File: src/rtl/vnorm_pkg.sv
`timescale 1ns / 1ps

package vnorm_pkg;

  localparam int COMPONENT_BITS = 16;
  localparam int FRAC_BITS      = 14;
  localparam int LANES          = 4;
  localparam int SUM_W          = 2 * COMPONENT_BITS + 1;
  localparam int ROOT_W         = COMPONENT_BITS + 1;
  localparam int REM_W          = ROOT_W + 2;
  localparam int RAD_W          = 2 * ROOT_W;
  localparam int QUO_W          = FRAC_BITS + 1;
  localparam int DREM_W         = ROOT_W + 1;
  localparam int LEN_W          = 3;

  localparam logic [LEN_W-1:0]     LEN_MIN  = 3'd2;
  localparam logic [LEN_W-1:0]     LEN_MAX  = 3'd4;
  localparam logic [LEN_W-1:0]     LEN_RST  = 3'd4;
  localparam logic [QUO_W-1:0]     UNIT_ONE = 15'd16384;

  typedef struct packed {
    logic signed [COMPONENT_BITS-1:0] comp_x;
    logic signed [COMPONENT_BITS-1:0] comp_y;
    logic signed [COMPONENT_BITS-1:0] comp_z;
    logic signed [COMPONENT_BITS-1:0] comp_w;
  } in_item_t;

  typedef struct packed {
    logic signed [COMPONENT_BITS-1:0] unit_x;
    logic signed [COMPONENT_BITS-1:0] unit_y;
    logic signed [COMPONENT_BITS-1:0] unit_z;
    logic signed [COMPONENT_BITS-1:0] unit_w;
    logic                             was_zero;
  } out_item_t;

  // per-item data that rides along the root and divide pipes
  typedef struct packed {
    logic [LANES-1:0][COMPONENT_BITS-1:0] abs_val;
    logic [LANES-1:0]                     neg;
    logic [LANES-1:0]                     active;
  } side_t;

endpackage

File: src/rtl/vnorm_sqrt_pipe.sv
`timescale 1ns / 1ps

module vnorm_sqrt_pipe import vnorm_pkg::*; (
  input  logic              clk,
  input  logic              rst_n,
  input  logic              in_valid,
  input  logic [SUM_W-1:0]  in_sum,
  input  side_t             in_side,
  output logic              out_valid,
  output logic [ROOT_W-1:0] out_root,
  output side_t             out_side
);

  logic              vld_r  [0:ROOT_W-1];
  logic [REM_W-1:0]  rem_r  [0:ROOT_W-1];
  logic [ROOT_W-1:0] root_r [0:ROOT_W-1];
  logic [RAD_W-1:0]  rad_r  [0:ROOT_W-1];
  side_t             side_r [0:ROOT_W-1];

  logic [REM_W-1:0]  rem_nxt  [0:ROOT_W-1];
  logic [ROOT_W-1:0] root_nxt [0:ROOT_W-1];
  logic [RAD_W-1:0]  rad_nxt  [0:ROOT_W-1];

  // one root bit per stage, radicand pairs from the top
  always_comb begin
    logic [REM_W-1:0]  rem_in;
    logic [ROOT_W-1:0] root_in;
    logic [RAD_W-1:0]  rad_in;
    logic [REM_W-1:0]  shifted;
    logic [REM_W-1:0]  trial;
    for (int s = 0; s < ROOT_W; s++) begin
      if (s == 0) begin
        rem_in  = '0;
        root_in = '0;
        rad_in  = {1'b0, in_sum};
      end else begin
        rem_in  = rem_r[s-1];
        root_in = root_r[s-1];
        rad_in  = rad_r[s-1];
      end
      shifted = {rem_in[REM_W-3:0], rad_in[RAD_W-1 -: 2]};
      trial   = {root_in, 2'b01};
      rad_nxt[s] = {rad_in[RAD_W-3:0], 2'b00};
      if (shifted >= trial) begin
        rem_nxt[s]  = shifted - trial;
        root_nxt[s] = {root_in[ROOT_W-2:0], 1'b1};
      end else begin
        rem_nxt[s]  = shifted;
        root_nxt[s] = {root_in[ROOT_W-2:0], 1'b0};
      end
    end
  end

  always_ff @(posedge clk) begin
    for (int s = 0; s < ROOT_W; s++) begin
      if (!rst_n) begin
        vld_r[s] <= 1'b0;
      end else begin
        vld_r[s] <= (s == 0) ? in_valid : vld_r[s-1];
      end
      rem_r[s]  <= rem_nxt[s];
      root_r[s] <= root_nxt[s];
      rad_r[s]  <= rad_nxt[s];
      side_r[s] <= (s == 0) ? in_side : side_r[s-1];
    end
  end

  assign out_valid = vld_r[ROOT_W-1];
  assign out_root  = root_r[ROOT_W-1];
  assign out_side  = side_r[ROOT_W-1];

endmodule

File: config.mk
export PLATFORM = sky130hd
export DESIGN_NAME = vnorm_sqrt_pipe
export DESIGN_NICKNAME = d
export VERILOG_FILES = /design/src/rtl/vnorm_pkg.sv /design/src/rtl/vnorm_sqrt_pipe.sv
export SDC_FILE = /design/constraint.sdc
export NUM_CORES = 2
export LEC_CHECK = 0
export ABC_AREA = 1
export BUFFER_PORTS_ARGS = -buffer_cell sky130_fd_sc_hd__buf_2
export CAP_MARGIN = 40
export CORE_MARGIN = 8
export CORE_UTILIZATION = 35
export CTS_CLUSTER_DIAMETER = 40
export CTS_CLUSTER_SIZE = 8
export DETAILED_ROUTE_END_ITERATION = 16
export SLEW_MARGIN = 10
export SYNTH_ARGS = -nofsm -noshare
export SYNTH_HDL_FRONTEND = slang
export SYNTH_SLANG_ARGS = --single-unit
File: constraint.sdc
create_clock -name clk -period 3.1 [get_ports clk]
set_input_delay 0.155 -clock clk [delete_from_list [all_inputs] [get_ports clk]]
set_output_delay 0.155 -clock clk [all_outputs]
set_load 0.03 [all_outputs]
==> run_results.csv <==
group,metric,value,unit
routing,drc,0,
sta,clock.fmax,0.389,GHz
power_and_ir_drop,power_switching,0.0165,W
placement,place_congestion,0.861,
setup_path,slowest_stage,"nor2_1",
setup_path,path_cells,"inv_1 -> ha_1 -> a21oi_1 -> o21ai_0 -> nand2_1 -> nand3_1 -> nor2_1 -> buf_4 -> nand2_1 -> nand2_1",
sta,tns,0,ns
setup_path,worst-endpoint-arrival,3.31,ns
sta,period_needed,2.57,ns
placement,place_ws,0.598,ns
placement,portBuffers,197,
cts,cts_buffers,319,
floorplanning,core_area,152000,µm²
sta,min_period_over_period,82.9,%
power_and_ir_drop,power,0.0662,W
flow_run,cap_violations,0,
setup_path,cp_common_cell,"nand2_1",
routing,drt_first_pass_iters,5,
floorplanning,dieWidth,407,µm
power_and_ir_drop,p_seq_share,43.1,%
sta,final_hold_viol_count,0,
cts,ctsResizeCount,0,
grt,overflow,0,
cts,hold_buffers,214,
finish,syn2layout_area_growth,26.9,%
setup_path,start_kind,"flop",
finish,layout.nets,6027,
finish,final_common_cell,"dfxtp_1",
logic_synthesis,synth_cell_types,48,
power_and_ir_drop,p_clk_share,44.8,%
grt,antenna_found_initial,0,
routing,viasPerCell,4.08,
placement,dp_hpwl,63400,µm
setup_path,critical_path_class,"flop to flop",
finish,fin_util,44.8,%
power_and_ir_drop,ir_worst_vdd,0.648,mV
grt,grt_pass1_wl,157000,µm
hold_path,min_path_type,"primary input to flop",
logic_synthesis,yosysSeqAreaShare,71.5,%
power_and_ir_drop,p_per_area,972,nW/µm²
logic_synthesis,synthesis.area,53600,µm²
sta,rsz0062_at_grt,"false",
logic_synthesis,syn_nets,5329,
cts,cts.sinks,1916,
sta,slew_viol_final,0,
grt,grt_use_total,11.2,%
logic_synthesis,ys_ff_latch,1916,
cts,path_clk_slew,0.05,ns
cts,tritoncts,"built",
outcome,status,"complete, no violations",
cts,cts-root-buf,"clkbuf_16",
logic_synthesis,syn_inst,5051,
power_and_ir_drop,p_comb_share,12.2,%
power_and_ir_drop,power_leakage,33.0,nW
sta,worst_clock_skew,0.0834,ns
routing,antenna_left,0,
floorplanning,ios,198,
routing,wl_per_cell,11.9,µm
logic_synthesis,yosys_warnings,0,
sta,setup_viol,0,
floorplanning,die-area,166000,µm²
cts,cts_setup_buffers,0,
routing,routed_wl,94100,µm
power_and_ir_drop,netSwitchingFraction,25.0,%
grt,grt_max_degree,20,
grt,grt_pass1_vias,33051,
finish,drive_above_1_share,11.9,%
sta,setup_ws,0.531,ns
power_and_ir_drop,p_int,0.0496,W
setup_path,cpPeakStageDelay,0.70,ns
setup_path,crit_fanout,13,
routing,vias,32102,
cts,clk_latency,0.87,ns
routing,drtIter0Drc,1221,
cts,htreeDepth,5,
finish,most-common-layout-cells,"dfxtp_1, nand2_1, inv_1, clkbuf_16, nor2_1",
sta,worst_pin_slew,0.901,ns
setup_path,end_kind,"flop",
sta,slew_headroom,39.7,%
cts,cts_buffer_depth,4,
logic_synthesis,syn_avg_cell_area,10.6,µm²
floorplanning,rows,143,
setup_path,cp.required,3.84,ns
floorplanning,initial_utilization,35.3,%
floorplanning,die_h,407,µm
metrics by stage:
| step | hold WS, ns | area (µm²) | instances |
|---|---|---|---|
| after global routing | 0.192 | 68100 | 7874 |
| after CTS | 0.154 | 68100 | 7874 |
| final | 0.243 | 68100 | 7875 |
| after global placement | 0.257 | 56900 | 7244 |
| after floorplan | 0.183 | 53600 | 5051 |
| after detailed placement | 0.259 | 56900 | 7244 |
per-layer routing:
metal | track usage (%) | share of wire [%] | vias to the layer above
met5 | 0 | 0 | -
met4 | 6.38 | 5.0 | 0
met3 | 3.09 | 4.6 | 330
met2 | 18.9 | 47 | 632
met1 | 12.8 | 43 | 14272
li1 | - | - | 16868
power groups by stage:
stage               logic [W]  clock network [W]  registers [W]
detailed placement    0.00787                  0         0.0289
CTS                   0.00811             0.0307         0.0285
global route          0.00930             0.0319         0.0287
floorplan             0.00600                  0         0.0285
global placement      0.00779                  0         0.0289
finish                0.00805             0.0296         0.0285
cell families (layout without fill, tap and decap cells):
logic type,after synthesis,count (layout),share of synthesized area (%)
other,1,2,0.00699
AND/OR/NAND/NOR,1904,1904,15.3
AO/OA/AOI/OAI,220,220,2.20
flip-flops,1916,1916,71.5
XOR/XNOR,94,94,1.54
adder cells (fa/ha/maj),170,170,3.97
buffers and inverters,746,1539,5.46
cell usage after synthesis, drive strengths merged:
cell type / number / area [µm²]
nand3b: 26 / 195
ha: 170 / 2130
o21a: 1 / 7.51
clkbuf: 6 / 26.3
and2: 8 / 52.6
o21ai: 83 / 427
xor2: 65 / 569
a21oi: 120 / 619
o211ai: 2 / 15.0
nor3: 46 / 262
a31oi: 1 / 6.26
nor4: 1 / 6.26
dfxtp: 1916 / 38400
buf: 33 / 246
nor2: 242 / 1030
clkinv: 1 / 5.00
o21bai: 7 / 56.3
a21o: 2 / 15.0
nand4: 95 / 607
xnor2: 29 / 254
a211oi: 1 / 7.51
nand2: 1279 / 4900
nand3: 198 / 1110
conb: 1 / 3.75
a21boi: 1 / 7.51
o2111ai: 2 / 17.5
inv: 706 / 2650
or2: 9 / 56.3
critical path, delay by kind of cell, from the launching register on:
family	cells	cell delay [ns]
AO/OA/AOI/OAI	2	0.41
adder cells (fa/ha/maj)	1	0.35
buffers and inverters	2	0.35
flip-flops	1	0.33
AND/OR/NAND/NOR	5	1.07
flip-flops by register name (all words and copies together), names as in the netlist:
signal / cells
side_r: 1224
rad_r: 272
rem_r: 250
root_r: 153
vld_r: 17
area by class of cell:
| class | instances | area (µm²) |
|---|---|---|
| antenna | 1 | 2.50 |
| clock buffer | 367 | 8450 |
| clock inverter | 49 | 557 |
| fill | 14099 | 84000 |
| inverter | 707 | 2660 |
| multi-input combinational | 2389 | 12300 |
| sequential | 1916 | 38400 |
| tap | 2030 | 2540 |
| timing repair buffer | 416 | 3170 |
worst paths after layout:
path	start	to	slack (ns)	cells past startpoint
max	root_r[0][106]	rem_r[0][140]	0.53	10
min	rst_n	vld_r[15]	0.24	4
max reg2reg	root_r[0][106]	rem_r[0][140]	0.53	10
min reg2reg	side_r[8][7]	side_r[9][7]	0.25	0
No activity file was read; power rests on OpenSTA's default activity.
